`config.mk`:
```
export PLATFORM = sky130hd
export DESIGN_NAME = led_panel_scroller_top
export DESIGN_NICKNAME = d
export VERILOG_FILES = /design/src/design/lps_pkg.sv /design/src/design/lps_ctrl.sv /design/src/design/lps_datapath.sv /design/src/design/led_panel_scroller_top.sv
export SDC_FILE = /design/constraint.sdc
export NUM_CORES = 1
export LEC_CHECK = 0
export CAP_MARGIN = 20
export CORE_ASPECT_RATIO = 2
export CORE_UTILIZATION = 45
export CTS_BUF_LIST = sky130_fd_sc_hd__clkbuf_8
export CTS_CLUSTER_DIAMETER = 200
export DETAILED_ROUTE_END_ITERATION = 8
export DONT_BUFFER_PORTS = 1
export SYNTH_ARGS = -nofsm -noshare
export SYNTH_HDL_FRONTEND = slang
export SYNTH_SLANG_ARGS = --single-unit
```
`constraint.sdc`:
```
create_clock -name clk_i -period 3.35 [get_ports clk_i]
set_clock_uncertainty 0.15 [all_clocks]
set_input_delay 0.5025 -clock clk_i [delete_from_list [all_inputs] [get_ports clk_i]]
set_output_delay 0.5025 -clock clk_i [all_outputs]
set_load 0.02 [all_outputs]
```
`src/design/lps_pkg.sv`:
```
// Shared constants, types and the message ROM of the LED panel scroller.
package lps_pkg;

  localparam int unsigned PanelColumnsDef   = 32;
  localparam int unsigned MessageColumnsDef = 64;
  localparam int unsigned RomDepth          = 64;
  localparam int unsigned DelayW            = 13;
  localparam int unsigned DelayBase         = 4525;
  localparam int unsigned SpeedW            = 8;
  localparam int unsigned ColBitsW          = 8;
  localparam int unsigned ColIndexW         = 5;

  typedef enum logic [1:0] {
    MODE_INIT  = 2'd0,
    MODE_HORIZ = 2'd1,
    MODE_VERT  = 2'd2
  } mode_e;

  // controller -> datapath
  typedef struct packed {
    logic tick;  // accept an item and update state
    logic emit;  // load the next column into the output register
  } lps_cmd_t;

  // datapath -> controller
  typedef struct packed {
    logic delay_zero;  // no delay running: an accepted item redraws
    logic col_zero;    // column counter is at the last column
    logic slot_free;   // output register can take a column this cycle
  } lps_status_t;

  function automatic logic [7:0] rom_byte(input logic [7:0] idx);
    logic [7:0] b;
    case (idx)
      8'd0:  b = 8'h00;  8'd1:  b = 8'h42;  8'd2:  b = 8'h24;  8'd3:  b = 8'h18;
      8'd4:  b = 8'h18;  8'd5:  b = 8'h24;  8'd6:  b = 8'h42;  8'd7:  b = 8'h00;
      8'd8:  b = 8'h00;  8'd9:  b = 8'h30;  8'd10: b = 8'h48;  8'd11: b = 8'h48;
      8'd12: b = 8'h48;  8'd13: b = 8'h48;  8'd14: b = 8'h7E;  8'd15: b = 8'h00;
      8'd16: b = 8'h00;  8'd17: b = 8'h3C;  8'd18: b = 8'h40;  8'd19: b = 8'h40;
      8'd20: b = 8'h40;  8'd21: b = 8'h40;  8'd22: b = 8'h3C;  8'd23: b = 8'h00;
      8'd24: b = 8'h00;  8'd25: b = 8'h30;  8'd26: b = 8'h48;  8'd27: b = 8'h48;
      8'd28: b = 8'h48;  8'd29: b = 8'h48;  8'd30: b = 8'h7E;  8'd31: b = 8'h00;
      8'd32: b = 8'h00;  8'd33: b = 8'h00;  8'd34: b = 8'h3C;  8'd35: b = 8'h4A;
      8'd36: b = 8'h4A;  8'd37: b = 8'h4A;  8'd38: b = 8'h2C;  8'd39: b = 8'h00;
      8'd40: b = 8'h00;  8'd41: b = 8'h00;  8'd42: b = 8'h7E;  8'd43: b = 8'h18;
      8'd44: b = 8'h24;  8'd45: b = 8'h42;  8'd46: b = 8'h00;  8'd47: b = 8'h00;
      8'd48: b = 8'h00;  8'd49: b = 8'h00;  8'd50: b = 8'h3C;  8'd51: b = 8'h42;
      8'd52: b = 8'h42;  8'd53: b = 8'h3C;  8'd54: b = 8'h00;  8'd55: b = 8'h00;
      8'd56: b = 8'h00;  8'd57: b = 8'h1E;  8'd58: b = 8'h10;  8'd59: b = 8'h10;
      8'd60: b = 8'h78;  8'd61: b = 8'h10;  8'd62: b = 8'h00;  8'd63: b = 8'h00;
      default: b = 8'h00;  // past the end of the message pattern
    endcase
    return b;
  endfunction

endpackage

```
`src/design/lps_ctrl.sv`:
```
// Controller state machine: item acceptance and column emit sequencing.
module lps_ctrl (
  input  logic                 clk_i,
  input  logic                 rst_ni,
  input  logic                 in_valid_i,
  output logic                 in_stall_o,
  input  lps_pkg::lps_status_t status_i,
  output lps_pkg::lps_cmd_t    cmd_o
);

  typedef enum logic {
    ST_IDLE,
    ST_EMIT
  } state_e;

  state_e state_q;
  logic   stall_q;

  always_comb begin
    cmd_o.tick = in_valid_i && (state_q == ST_IDLE);
    cmd_o.emit = (state_q == ST_EMIT) && status_i.slot_free;
  end

  always_ff @(posedge clk_i or negedge rst_ni) begin
    if (!rst_ni) begin
      state_q <= ST_IDLE;
      stall_q <= 1'b0;
    end else begin
      unique case (state_q)
        ST_IDLE: begin
          if (in_valid_i && status_i.delay_zero) begin
            state_q <= ST_EMIT;
            stall_q <= 1'b1;
          end
        end
        ST_EMIT: begin
          if (cmd_o.emit && status_i.col_zero) begin
            state_q <= ST_IDLE;
            stall_q <= 1'b0;
          end
        end
        default: begin
          state_q <= ST_IDLE;
          stall_q <= 1'b0;
        end
      endcase
    end
  end

  assign in_stall_o = stall_q;

endmodule

```
`src/design/lps_datapath.sv`:
```
// Datapath: mode, offsets, delay counter, column walk and output register.
module lps_datapath #(
  parameter int unsigned PANEL_COLUMNS   = lps_pkg::PanelColumnsDef,
  parameter int unsigned MESSAGE_COLUMNS = lps_pkg::MessageColumnsDef
) (
  input  logic                            clk_i,
  input  logic                            rst_ni,
  input  logic                            cfg_we_i,
  input  logic [lps_pkg::SpeedW-1:0]      cfg_wdata_i,
  input  logic                            init_button_i,
  input  logic                            horiz_button_i,
  input  logic                            vert_button_i,
  input  lps_pkg::lps_cmd_t               cmd_i,
  output lps_pkg::lps_status_t            status_o,
  output logic                            out_valid_o,
  input  logic                            out_stall_i,
  output logic [lps_pkg::ColIndexW-1:0]   column_index_o,
  output logic [lps_pkg::ColBitsW-1:0]    column_bits_o,
  output logic                            last_column_o
);

  localparam int unsigned CW = (PANEL_COLUMNS > 1) ? $clog2(PANEL_COLUMNS) : 1;
  localparam int unsigned IW = (MESSAGE_COLUMNS > 1) ? $clog2(MESSAGE_COLUMNS) : 1;
  localparam int unsigned DW = lps_pkg::DelayW;
  localparam int unsigned OW = lps_pkg::ColIndexW;
  // message index of the first (highest) panel column with no offset
  localparam int unsigned FirstIdx = (PANEL_COLUMNS - 1) % MESSAGE_COLUMNS;

  lps_pkg::mode_e          mode_q, mode_d;
  logic [IW-1:0]           h_q, h_d;
  logic [2:0]              v_q, v_d;
  logic [DW-1:0]           delay_q, delay_load;
  logic [lps_pkg::SpeedW-1:0] speed_q;
  logic [CW-1:0]           col_q;
  logic [IW-1:0]           idx_q, idx_start, idx_dec;
  logic [IW:0]             h_inc;
  logic [7:0]              rom_b;
  logic [15:0]             rot;
  logic                    out_valid_q;
  logic [lps_pkg::ColIndexW-1:0] col_out_q;
  logic [lps_pkg::ColBitsW-1:0]  bits_out_q;
  logic                    last_out_q;

  always_comb begin
    if (init_button_i)       mode_d = lps_pkg::MODE_INIT;
    else if (horiz_button_i) mode_d = lps_pkg::MODE_HORIZ;
    else if (vert_button_i)  mode_d = lps_pkg::MODE_VERT;
    else                     mode_d = mode_q;
  end

  // offsets after a redraw tick under the new mode
  always_comb begin
    h_inc = {1'b0, h_q} + (IW + 1)'(1);
    h_d   = h_q;
    v_d   = v_q;
    case (mode_d)
      lps_pkg::MODE_INIT: begin
        h_d = '0;
        v_d = '0;
      end
      lps_pkg::MODE_HORIZ: begin
        h_d = (h_inc == (IW + 1)'(MESSAGE_COLUMNS)) ? '0 : h_inc[IW-1:0];
      end
      lps_pkg::MODE_VERT: begin
        v_d = v_q + 3'd1;
      end
      default: begin
      end
    endcase
  end

  always_comb begin
    if ({1'b0, h_d} <= (IW + 1)'(FirstIdx)) begin
      idx_start = IW'((IW + 1)'(FirstIdx) - {1'b0, h_d});
    end else begin
      idx_start = IW'((IW + 1)'(FirstIdx) + (IW + 1)'(MESSAGE_COLUMNS) - {1'b0, h_d});
    end
    idx_dec = (idx_q == '0) ? IW'(MESSAGE_COLUMNS - 1) : idx_q - IW'(1);
  end

  // 4525 - 15 * speed = 4525 - 16 * speed + speed
  assign delay_load = DW'(lps_pkg::DelayBase) - (DW'(speed_q) << 4) + DW'(speed_q);

  assign rom_b = lps_pkg::rom_byte(8'(idx_q));
  assign rot   = {rom_b, rom_b} >> v_q;

  always_ff @(posedge clk_i or negedge rst_ni) begin
    if (!rst_ni) begin
      mode_q  <= lps_pkg::MODE_INIT;
      h_q     <= '0;
      v_q     <= '0;
      delay_q <= '0;
      speed_q <= '0;
    end else begin
      if (cfg_we_i) speed_q <= cfg_wdata_i;
      if (cmd_i.tick) begin
        mode_q <= mode_d;
        if (delay_q != '0) begin
          delay_q <= delay_q - DW'(1);
        end else begin
          h_q <= h_d;
          v_q <= v_d;
          if (mode_d != lps_pkg::MODE_INIT) delay_q <= delay_load;
        end
      end
    end
  end

  // column walk, loaded at the start of a redraw
  always_ff @(posedge clk_i) begin
    if (cmd_i.tick && (delay_q == '0)) begin
      col_q <= CW'(PANEL_COLUMNS - 1);
      idx_q <= idx_start;
    end else if (cmd_i.emit) begin
      col_q <= col_q - CW'(1);
      idx_q <= idx_dec;
    end
  end

  always_ff @(posedge clk_i or negedge rst_ni) begin
    if (!rst_ni) begin
      out_valid_q <= 1'b0;
    end else if (cmd_i.emit) begin
      out_valid_q <= 1'b1;
    end else if (!out_stall_i) begin
      out_valid_q <= 1'b0;
    end
  end

  always_ff @(posedge clk_i) begin
    if (cmd_i.emit) begin
      col_out_q  <= OW'(col_q);
      bits_out_q <= rot[7:0];
      last_out_q <= (col_q == '0);
    end
  end

  always_comb begin
    status_o.delay_zero = (delay_q == '0);
    status_o.col_zero   = (col_q == '0);
    status_o.slot_free  = !out_valid_q || !out_stall_i;
  end

  assign out_valid_o    = out_valid_q;
  assign column_index_o = col_out_q;
  assign column_bits_o  = bits_out_q;
  assign last_column_o  = last_out_q;

endmodule

```
`src/design/led_panel_scroller_top.sv`:
```
// Top level of the LED panel scroller.
// Usage: each input item is one tick carrying three button levels
// (init, horizontal, vertical; init has priority). The buttons pick the
// mode on every accepted item. While a scroll delay is counting, an item
// only decrements it and gives no output, and the input is not stalled.
// When no delay runs, an item triggers a redraw: PANEL_COLUMNS result
// items, column PANEL_COLUMNS-1 down to 0, last_column set on column 0.
// The input channel is stalled from the cycle after such an item until
// its last column is in the output register. The item loads the column
// counter and message index; the first column enters the output register
// once it is free, and with no output stall the columns then come one per
// cycle as the column counter walks the message ROM.
// The output register holds a column while out_stall_i is high; the
// column walk pauses with it, nothing is dropped. After the last column
// is loaded a new item is taken even if that column still waits.
// The user must write rotation_speed through cfg_we_i/cfg_wdata_i only while
// idle; the block does not check this. A scroll loads 4525 - 15 * speed delay
// ticks. Reset clears mode (init), both offsets, the delay and the speed; the
// first accepted item after reset redraws the panel.
module led_panel_scroller_top #(
  parameter int unsigned PANEL_COLUMNS   = lps_pkg::PanelColumnsDef,
  parameter int unsigned MESSAGE_COLUMNS = lps_pkg::MessageColumnsDef
) (
  input  logic                          clk_i,
  input  logic                          rst_ni,
  input  logic                          cfg_we_i,
  input  logic [lps_pkg::SpeedW-1:0]    cfg_wdata_i,
  input  logic                          in_valid_i,
  output logic                          in_stall_o,
  input  logic                          init_button_i,
  input  logic                          horiz_button_i,
  input  logic                          vert_button_i,
  output logic                          out_valid_o,
  input  logic                          out_stall_i,
  output logic [lps_pkg::ColIndexW-1:0] column_index_o,
  output logic [lps_pkg::ColBitsW-1:0]  column_bits_o,
  output logic                          last_column_o
);

  lps_pkg::lps_cmd_t    cmd;
  lps_pkg::lps_status_t status;

  lps_ctrl u_ctrl (
    .clk_i      (clk_i),
    .rst_ni     (rst_ni),
    .in_valid_i (in_valid_i),
    .in_stall_o (in_stall_o),
    .status_i   (status),
    .cmd_o      (cmd)
  );

  lps_datapath #(
    .PANEL_COLUMNS   (PANEL_COLUMNS),
    .MESSAGE_COLUMNS (MESSAGE_COLUMNS)
  ) u_datapath (
    .clk_i          (clk_i),
    .rst_ni         (rst_ni),
    .cfg_we_i       (cfg_we_i),
    .cfg_wdata_i    (cfg_wdata_i),
    .init_button_i  (init_button_i),
    .horiz_button_i (horiz_button_i),
    .vert_button_i  (vert_button_i),
    .cmd_i          (cmd),
    .status_o       (status),
    .out_valid_o    (out_valid_o),
    .out_stall_i    (out_stall_i),
    .column_index_o (column_index_o),
    .column_bits_o  (column_bits_o),
    .last_column_o  (last_column_o)
  );

  // an item taken while a delay counts never starts a redraw
  a_delay_tick_no_stall: assert property (@(posedge clk_i) disable iff (!rst_ni)
    in_valid_i && !in_stall_o && !status.delay_zero |=> !in_stall_o)
    else $error("delay tick stalled the input");

  // an item taken with no delay running starts a redraw
  a_redraw_stalls: assert property (@(posedge clk_i) disable iff (!rst_ni)
    in_valid_i && !in_stall_o && status.delay_zero |=> in_stall_o)
    else $error("redraw item did not stall the input");

  // columns other than the last are only delivered mid-redraw
  a_mid_redraw: assert property (@(posedge clk_i) disable iff (!rst_ni)
    out_valid_o && !out_stall_i && !last_column_o |-> in_stall_o)
    else $error("column delivered outside a redraw");

endmodule

```
-- After elaboration in Yosys (flattened, before gate mapping)
Memory sizes are Yosys's and may differ from the RTL's. A register that Yosys moved wholly into a read port is not among the register bits.
Cells that the tools add are included.
- bits in read-only memories: 384
- bits of input ports: 16
- register bits: 60
- memories: 1
- output and inout bits: 16
- word-level logic and storage cells: 75
- reductions and logical operators: 21
- order comparisons: 1
- multiplexer cells: 21
- $add $sub $neg: 9
- bitwise operators: 2
- shift-type cells: 1
- equal/unequal tests: 6
- memories (memory ; depth ; bits a word ; rd ports ; clocked after Yosys merged registers in ; write ports ; RTL line ; RTL):
    (name not given) ; 64 ; 6 ; 1 ; 1 ; 0 ; lps_pkg.sv:34 ; case (idx)
- operators with widths (operator ; count):
    two-way mux 6 bit ; 6
    two-way mux 13 bit ; 2
    >> shifter 16 x 3 -> 8 bit ; 1
    adder 13 x 8 -> 13 bit ; 1
    zero test 13 bit ; 1
    nonzero test 13 bit ; 1
    subtractor 13 x 1 -> 13 bit (second input constant) ; 1
    subtractor 13 x 12 -> 13 bit (first input constant) ; 1
    one-hot mux 6 bit (2 select lines) ; 1
    subtractor 5 x 6 -> 6 bit (first input constant) ; 2
    nonzero test 2 bit ; 4
    adder 6 x 1 -> 7 bit (second input constant) ; 1
    == test 7 bit (second input constant) ; 1
    less-or-equal comparator 6 x 5 -> 1 bit (second input constant) ; 1
    zero test 6 bit ; 1
    two-way mux 1 bit ; 6
    two-way mux 2 bit ; 3
    one-hot mux 3 bit (2 select lines) ; 1
    AND reduction 2 bit ; 3
    subtractor 6 x 1 -> 6 bit (second input constant) ; 1
    logical AND 1 bit ; 5
    zero test 5 bit ; 1
    subtractor 5 x 1 -> 5 bit (second input constant) ; 1
    != test 2 bit (second input constant) ; 2
    other kinds (10) ; 13

-- Logic depth before layout (Yosys ltp)
Gate-level depths: netlist of the first run.
- depth in word-level cells: 9
- mapped depth: 12

-- Hierarchy
A second synthesis of the first run with hierarchy kept.
- cells, all modules: 499
- area, all modules: 4515.6 um^2
- by module, submodules not included (module ; seq. area each (um^2) ; area each (um^2) ; cells each ; times used):
    lps_datapath ; 1646.6 ; 4415.5 ; 490 ; 1
    lps_ctrl ; 50.0 ; 100.1 ; 9 ; 1

-- Least setup slack after synthesis of the first run
No wires, ideal clock.
- kind: input to register
- start point: input out_stall_i
- end point: register, netlist name u_datapath.rom_b[6]
- library setup time: 0.074 ns
- buffers on the path: 2
- required time: 3.126 ns
- slack: 0.629 ns
- arrival: 2.497 ns
- stages: 11
- path through: a21bo_2 -> buf_2 -> inv_2 -> a21o_1 -> a21oi_1 -> nor2_2 -> clkinv_4 -> buf_6 -> ha_1 -> or3_1 -> a31oi_1
- RTL lines (item ; RTL line ; RTL):
    start: declaration ; led_panel_scroller_top.sv:34 ; input logic out_stall_i,

-- Worst setup path after layout of the first run
- start point: register u_datapath.idx_q[0]
- end point: register, netlist name u_datapath.rom_b[4]
- word-level cells in the longest chain between the ends: 5
- ends and longest elaborated chain (item ; RTL line ; RTL):
    start: declaration ; lps_datapath.sv:35 ; logic [IW-1:0] idx_q, idx_start, idx_dec;
    start signal: assignment ; lps_datapath.sv:113 ; idx_q <= idx_start;
    start signal: assignment ; lps_datapath.sv:116 ; idx_q <= idx_dec;
    subtractor 6 x 1 -> 6 bit or zero test 6 bit (tied branches) ; lps_datapath.sv:78 ; idx_dec = (idx_q == '0) ? IW'(MESSAGE_COLUMNS - 1) : idx_q - IW'(1);
    two-way mux 6 bit ; lps_datapath.sv:78 ;
    two-way mux 6 bit ; lps_datapath.sv:114 ; end else if (cmd_i.emit) begin
    two-way mux 6 bit ; lps_datapath.sv:111 ; if (cmd_i.tick && (delay_q == '0)) begin
    two-way mux 6 bit (no line) (*) ; -- ;
Mark *: on every way between the ends. The rest lies on a longest branch, timed or not. The select of a mux whose other input is x is not followed.
A chain may end at the register's enable or synchronous reset.

==> impl_results.md, run 1 <==
- Status: finished, final reports clean
- Synth cell types: 78
- RSZ-0062 raised after global routing: no
- Root Buffer Master: clkbuf_8
- Slew @ Worst Pin: 1.07 ns
- Die width: 73.3 um
- Final antenna diode count: 0
- Placed cells: 637
- Worst skew pair latency: 0.37 ns
- Number of port buffers: 0
- Sequential fraction of the synthesis area: 37.1%
- Final setup viols: 0
- Via count: 3,907
- Max Clk Rate: 0.322 GHz
- Htree depth: 3
- Starting DRC count in detailed routing: 145
- Slowest cell on crit path: a211oi_1
- Dpl hpwl: 9590 um
- Clk sinks: 66
- Core Rows: 51
- First-pass GRT wire length: 20,000 um
- Largest net degree at the start of global routing: 36
- Die span in y: 145 um
- Synth top area share: 19.2%
- Nets: 552
- Max-slew headroom: 28.7%
- Post-DR wirelength/cell: 19.1 um
- Bufs on Longest Clock Path: 2
- GPL Wtd Cong: 0.945
- Critical Path AT: 3.24 ns
- Startpoint Class: flop
- Peak supply drop: 379 uV
- Max Cap Viol: 0
- Core area: 0.00983 mm^2
- Switching fraction of total power: 43.6%
- Max Slew Vio Count: 0
- Syn Nets: 540
- Worst path bufs/invs: 2
- Asr flop ratio synth: 53.0%
- CP Class: flop to flop
- Area Overhead vs Synth: 9.69%
- Tmin final: 3.10 ns
- Remaining Overflow, GRT: 0
- Cell taking the most area after synthesis: dfrtp_1
- DRT Pass-1 Iters: 5
- Antenna violations before repair: 0
- Switching power: 1780 uW
- Max incr delay on CP: 0.55 ns
- Fillers: 984
- Post-placement cell area: 0.00476 mm^2
- Final hold violation count: 0
- Final WL: 12,500 um
- CTS tree: yes
- CP Capture Type: flop
- Ys flop type: dfrtp_1
- Syn Std Cell Area: 0.00457 mm^2
- Post-synthesis cell count: 506
- Final Non-Filler Cells: 655
- Most frequent cells in the layout: 55 x nand2_1, 41 x nor2_1, 39 x o21ai_0
- Post-DRT Antenna Nets: 0
- Sequential power share: 37.3%
- Hold Path Class: input pin to flop
- Utilization after layout: 51.0%
- Power Internal: 2300 uW
- Worst-path clk slew: 0.08 ns
- Comb pwr share: 44.0%
- Yosys reg bits: 66
- Initial Util: 46.5%
- EDFF count, synth: 20
- Cts bufs inserted: 9
- Final Instance Area: 0.00501 mm^2
- Synth Area per Inst: 9.03 um^2
- CP dominant cell by count: a21oi_1
- Crit-path max FO: 10
- Vias in the first global route: 4,008
- Io pins: 32
- Postcts setup bufs: 0
- Syn. warnings: 0
- Commonest non-fill, non-tap cell in the layout: nand2_1
- PD cells: 812 mW/mm^2
- Clk network pwr share: 18.7%
- Delay-heaviest family, CP: compound AO/OA/AOI/OAI gates
- Vias per inst: 5.96
- Setup TNS: 0 ns
- LEAKAGE: 0.00202 uW
- GR Util All Layers: 25.6%
- Post-route clock period utilization: 92.6%
- Worst-path cell chain: inv_1 -> ha_1 -> nor3b_1 -> buf_4 -> a21oi_1 -> o31a_1 -> o21ai_4 -> nand2_2 -> a211oi_1 -> a2111oi_2 -> a21oi_1
- Die area: 0.0106 mm^2
- DRC errors left: 0
- WP data required: 3.49 ns
- Area contributors post-synth: dfrtp_1 19%, edfxtp_1 13%, ha_1 4.9%
- Share of cells above drive strength 1: 15.3%
[repair_timing]
| item | CTS | global route |
|---|---|---|
| gates resized for setup | 0 | 0 |
| hold endpoints to repair | 35 | 0 |
| hold buffers | 2 | 0 |
[sequential cells by signal, indices dropped and copies added, names as in the netlist]
name	cells
u_datapath.column_bits_o	8
u_datapath.rom_b	6
u_datapath.h_q	6
u_ctrl.in_stall_o	1
u_datapath.mode_q	2
u_datapath.column_index_o	5
u_datapath.last_column_o	1
u_datapath.idx_q	6
u_datapath.delay_q	13
u_datapath.v_q	3
u_datapath.out_valid_o	1
u_datapath.col_q	5
u_datapath.speed_q	8
u_ctrl.state_q	1
[per-layer routing]
metal  GRT usage (%)  part of all wire (%)  vias up
met2            50.0                    58       88
met1            22.6                    33     1872
met3            4.39                   3.0       47
met5               0                     0        -
met4            17.5                   6.4        0
li1                -                     -     1900
[power groups by stage]
stage          combinational (uW)  clock (uW)  sequential (uW)
2_1_floorplan                1380           0             1430
3_3_place_gp                 1750           0             1520
3_5_place_dp                 1760           0             1530
4_1_cts                      1790         778             1510
5_1_grt                      1990         798             1560
6_report                     1790         759             1520
[through the flow]
stage	hold slack [ns]	total power, uW	setup WS, ns
floorplan	0.0569	2810	0.629
global placement	0.0578	3260	0.307
detailed placement	0.0578	3290	0.302
CTS	0.0720	4080	0.275
global route	0.0807	4350	0.0666
finish	0.0824	4070	0.248
[worst reg2reg max path, cell delays in order, from the launching register on]
cell and delay, ns:
edfxtp_1 0.40, inv_1 0.09, ha_1 0.25, nor3b_1 0.30, buf_4 0.18, a21oi_1 0.06, o31a_1 0.33, o21ai_4 0.35
nand2_2 0.13, a211oi_1 0.56, a2111oi_2 0.09, a21oi_1 0.14
[layout make-up]
type | count | area, um^2 | share of cell area [%]
clock buffers | 9 | 124 | 2.47
clock inverters | 7 | 95.1 | 1.90
inverters | 27 | 106 | 2.12
multi-input cells | 390 | 2630 | 52.5
flip-flops and latches | 66 | 1700 | 33.8
well taps | 132 | 165 | 3.30
repair buffers | 24 | 195 | 3.89
[synth_stat cells (3+ instances only)]
library cell	number
ha_1	18
mux2i_1	8
o211ai_1	9
o41ai_1	4
nor3b_1	5
mux2_2	9
nand3_1	12
a22o_1	4
dfxtp_1	11
xor2_1	4
a2111oi_2	3
clkbuf_1	13
xnor2_1	14
edfxtp_1	20
dfrtp_1	35
nor2_1	41
a311oi_1	3
and3_1	7
or4_1	3
inv_1	24
a32oi_1	3
nor3_1	17
o21ai_0	39
buf_2	4
a21oi_1	34
a211oi_1	7
a21o_1	7
o22ai_1	3
nand2_1	55
o22a_1	3
o21bai_1	6
nor2b_1	3
a31oi_1	11
buf_6	6
[final timing paths]
| path | startpoint | endpoint | slack, ns | depth (start not counted) |
|---|---|---|---|---|
| min in group asynchronous | rst_ni | u_datapath.h_q[4] | 0.49 | 2 |
| worst min register to register | u_datapath.col_q[4] | u_datapath.column_index_o[4] | 0.33 | 0 |
| worst min-delay path | cfg_we_i | u_datapath.speed_q[0] | 0.08 | 1 |
| worst max register to register | u_datapath.idx_q[0] | u_datapath.rom_b[4] | 0.25 | 11 |
| worst max-delay path | u_datapath.idx_q[0] | u_datapath.rom_b[4] | 0.25 | 11 |
| max in group asynchronous | rst_ni | u_datapath.h_q[1] | 2.36 | 2 |
[logic make-up after synthesis]
| logic type | share of synthesized area, % |
|---|---|
| AO/OA/AOI/OAI | 25.3 |
| AND/OR/NAND/NOR | 19.9 |
| flip-flops | 37.1 |
| XOR/XNOR | 3.45 |
| adder cells (fa/ha/maj) | 4.93 |
| multiplexers | 3.97 |
| buffers and inverters | 5.31 |
(Power assumes the default switching activity.)
==> inputs of run 2 (changes only) <==
--- a/config.mk
+++ b/config.mk
@@ -8,7 +8,6 @@
 export CAP_MARGIN = 20
 export CORE_ASPECT_RATIO = 2
 export CORE_UTILIZATION = 45
-export CTS_BUF_LIST = sky130_fd_sc_hd__clkbuf_8
 export CTS_CLUSTER_DIAMETER = 200
 export DETAILED_ROUTE_END_ITERATION = 8
 export DONT_BUFFER_PORTS = 1
==> run 2 against run 1 <==
Effect of this change: final cell count did not move; register-to-register slack got worse by 0.02 ns; global-route usage down 0.16 points; sequential share of layout area shrank 0.67 points; setup slack got worse by 0.016 ns; hold slack improved by 0.027 ns; non-clock buffer count is the same; largest power group unchanged.
==> impl_results.md, run 2 (synthesized netlist as in run 1, its figures left out) <==
- Status: finished, final reports clean
- WP data required: 3.47 ns (-0.02 ns)
- Clk sinks: 66 (unchanged)
- Top reg by flops: u_datapath.delay_q
- Initial Util: 46.5% (unchanged)
- Vias in the first global route: 4,005 (-0.075%)
- Final WL: 12,500 um (-0.38%)
- Routed length on met3: 343 um (-9.5%)
- Remaining Overflow, GRT: 0 (unchanged)
- Slowest cell on crit path: a211oi_1
- Final antenna diode count: 0 (unchanged)
- RSZ-0062 raised after global routing: no
- Max reg flops: 13 (unchanged)
- Setup TNS: 0 ns (unchanged)
- Slew @ Worst Pin: 1.07 ns (+0.00479 ns)
- Tmin final: 3.12 ns (+0.0158 ns)
- Largest net degree at the start of global routing: 36 (unchanged)
- Commonest non-fill, non-tap cell in the layout: nand2_1
- Post-DRT Antenna Nets: 0 (unchanged)
- Cts bufs inserted: 9 (unchanged)
- CTS tree: yes
- Die span in y: 145 um (unchanged)
- Bufs on Longest Clock Path: 2 (unchanged)
- Max Slew Vio Count: 0 (unchanged)
- Area Overhead vs Synth: 11.9%
- Critical Path AT: 3.23 ns (about the same)
- GR Util All Layers: 25.5% (-0.16 points)
- Startpoint Class: flop
- CP dominant cell by count: a21oi_1
- First-pass GRT wire length: 20,000 um (about the same)
- Max-slew headroom: 28.3% (-0.32 points)
- Worst skew pair latency: 0.33 ns (-0.04 ns)
- Uppermost layer routed: met4
- Peak supply drop: 353 uV (-6.8%)
- Routed wl met2: 7330 um (+1.0%)
- Crit-path max FO: 10 (unchanged)
- Setup slack after layout: 0.232 ns (-0.0158 ns)
- Hold Path Class: input pin to flop
- Metal1 wirelength: 4090 um (-0.20%)
- Via count: 3,923 (+0.41%)
- Placed cells: 637 (unchanged)
- Setup WS pre-CTS: 0.302 ns (unchanged)
- Max Clk Rate: 0.321 GHz (-0.51%)
- Worst-path clk slew: 0.06 ns (-0.02 ns)
- Post-DR wirelength/cell: 19.1 um (-0.38%)
- Max Cap Viol: 0 (unchanged)
- DRT Pass-1 Iters: 4 (-1)
- GPL Wtd Cong: 0.945 (unchanged)
- Final Non-Filler Cells: 655 (unchanged)
- Most frequent cells in the layout: 55 x nand2_1, 41 x nor2_1, 39 x o21ai_0
- Vias per inst: 5.99 (+0.41%)
- Core area: 0.00983 mm^2 (unchanged)
- Post-route clock period utilization: 93.1% (+0.47 points)
- Delay-heaviest family, CP: compound AO/OA/AOI/OAI gates
- Core Rows: 51 (unchanged)
- Final hold violation count: 0 (unchanged)
- CP Class: flop to flop
- LEAKAGE: 0.00206 uW (+2.1%)
- Dpl hpwl: 9590 um (unchanged)
- DRC errors left: 0 (unchanged)
- Io pins: 32 (unchanged)
- CP Capture Type: flop
- Final setup viols: 0 (unchanged)
- Worst-path cell chain: inv_1 -> ha_1 -> nor3b_1 -> buf_4 -> a21oi_1 -> o31a_1 -> o21ai_4 -> nand2_2 -> a211oi_1 -> a2111oi_2 -> a21oi_1
- PD cells: 849 mW/mm^2 (+4.5%)
- Starting DRC count in detailed routing: 139 (-4.1%)
- CP Depth: 11 (unchanged)
- Nets: 552 (unchanged)
- PostCTS Resize Cnt: 0 (unchanged)
- Max incr delay on CP: 0.56 ns (about the same)
- Die width: 73.3 um (unchanged)
- Root Buffer Master: clkbuf_16
- Die area: 0.0106 mm^2 (unchanged)
- Htree depth: 3 (unchanged)
- Number of port buffers: 0 (unchanged)
- Antenna violations before repair: 0 (unchanged)
- Worst path bufs/invs: 2 (unchanged)
- Share of cells above drive strength 1: 15.3% (unchanged)
- Length in cells of the worst reg-to-reg path: 11 (unchanged)
- Hold path depth: 1 (unchanged)
[run 2: changes by cell type in the layout (fill, tap and decap cells not counted)]
cell,previous run,this run
clkbuf_16,0,9
clkbuf_8,9,0
clkbuf_1,0,1
inv_1,25,24
[run 2: through the flow]
| step | power, uW | instance area, um^2 | utilization [%] | hold slack, ns |
|---|---|---|---|---|
| global placement | 3260 | 4760 | 48.5 | 0.0578 |
| floorplan | 2810 | 4570 | - | 0.0569 |
| detailed placement | 3290 | 4760 | 48.5 | 0.0578 |
| finish | 4340 | 5110 | 52.0 | 0.110 |
| global route | 4620 | 5110 | 52.0 | 0.112 |
| CTS | 4350 | 5110 | 52.0 | 0.102 |
[run 2: area by class of cell]
cell class / instances / area (um^2)
clock inverter: 6 / 91.3
multi-input combinational: 390 / 2630
inverter: 27 / 106
timing repair buffer: 24 / 195
clock buffer: 10 / 229
tap: 132 / 165
fill: 976 / 4710
sequential: 66 / 1700
[run 2: worst paths after layout]
check	from	endpoint	slack, ns
min in group asynchronous	rst_ni	u_datapath.speed_q[3]	0.47
max reg2reg	u_datapath.idx_q[0]	u_datapath.rom_b[4]	0.23
max in group asynchronous	rst_ni	u_datapath.h_q[1]	2.37
min reg2reg	u_datapath.col_q[4]	u_datapath.column_index_o[4]	0.32
max	u_datapath.idx_q[0]	u_datapath.rom_b[4]	0.23
min	cfg_we_i	u_datapath.speed_q[0]	0.11
[run 2: repair_timing]
item / in CTS / in global routing
hold endpoints to repair: 35 / 0
buffers inserted: 0 / 0
hold buffers: 2 / 0
[run 2: worst register-to-register path: stages, from the launching register on]
cell and delay [ns]:
edfxtp_1 0.40, inv_1 0.09, ha_1 0.25, nor3b_1 0.30
buf_4 0.18, a21oi_1 0.06, o31a_1 0.34, o21ai_4 0.35
nand2_2 0.13, a211oi_1 0.56, a2111oi_2 0.09, a21oi_1 0.14
[run 2: power breakdown]
group          internal [uW]  total [uW]  switching, uW  leakage [uW]
registers               1150        1520            370      0.000711
logic                    730        1790           1060       0.00119
clock network            654        1030            373      0.000157
[run 2: metal layers]
metal | vias up | track usage (%)
li1 | 1902 | -
met1 | 1886 | 22.6
met2 | 91 | 50.4
met3 | 44 | 4.04
met4 | 0 | 16.1
met5 | - | 0
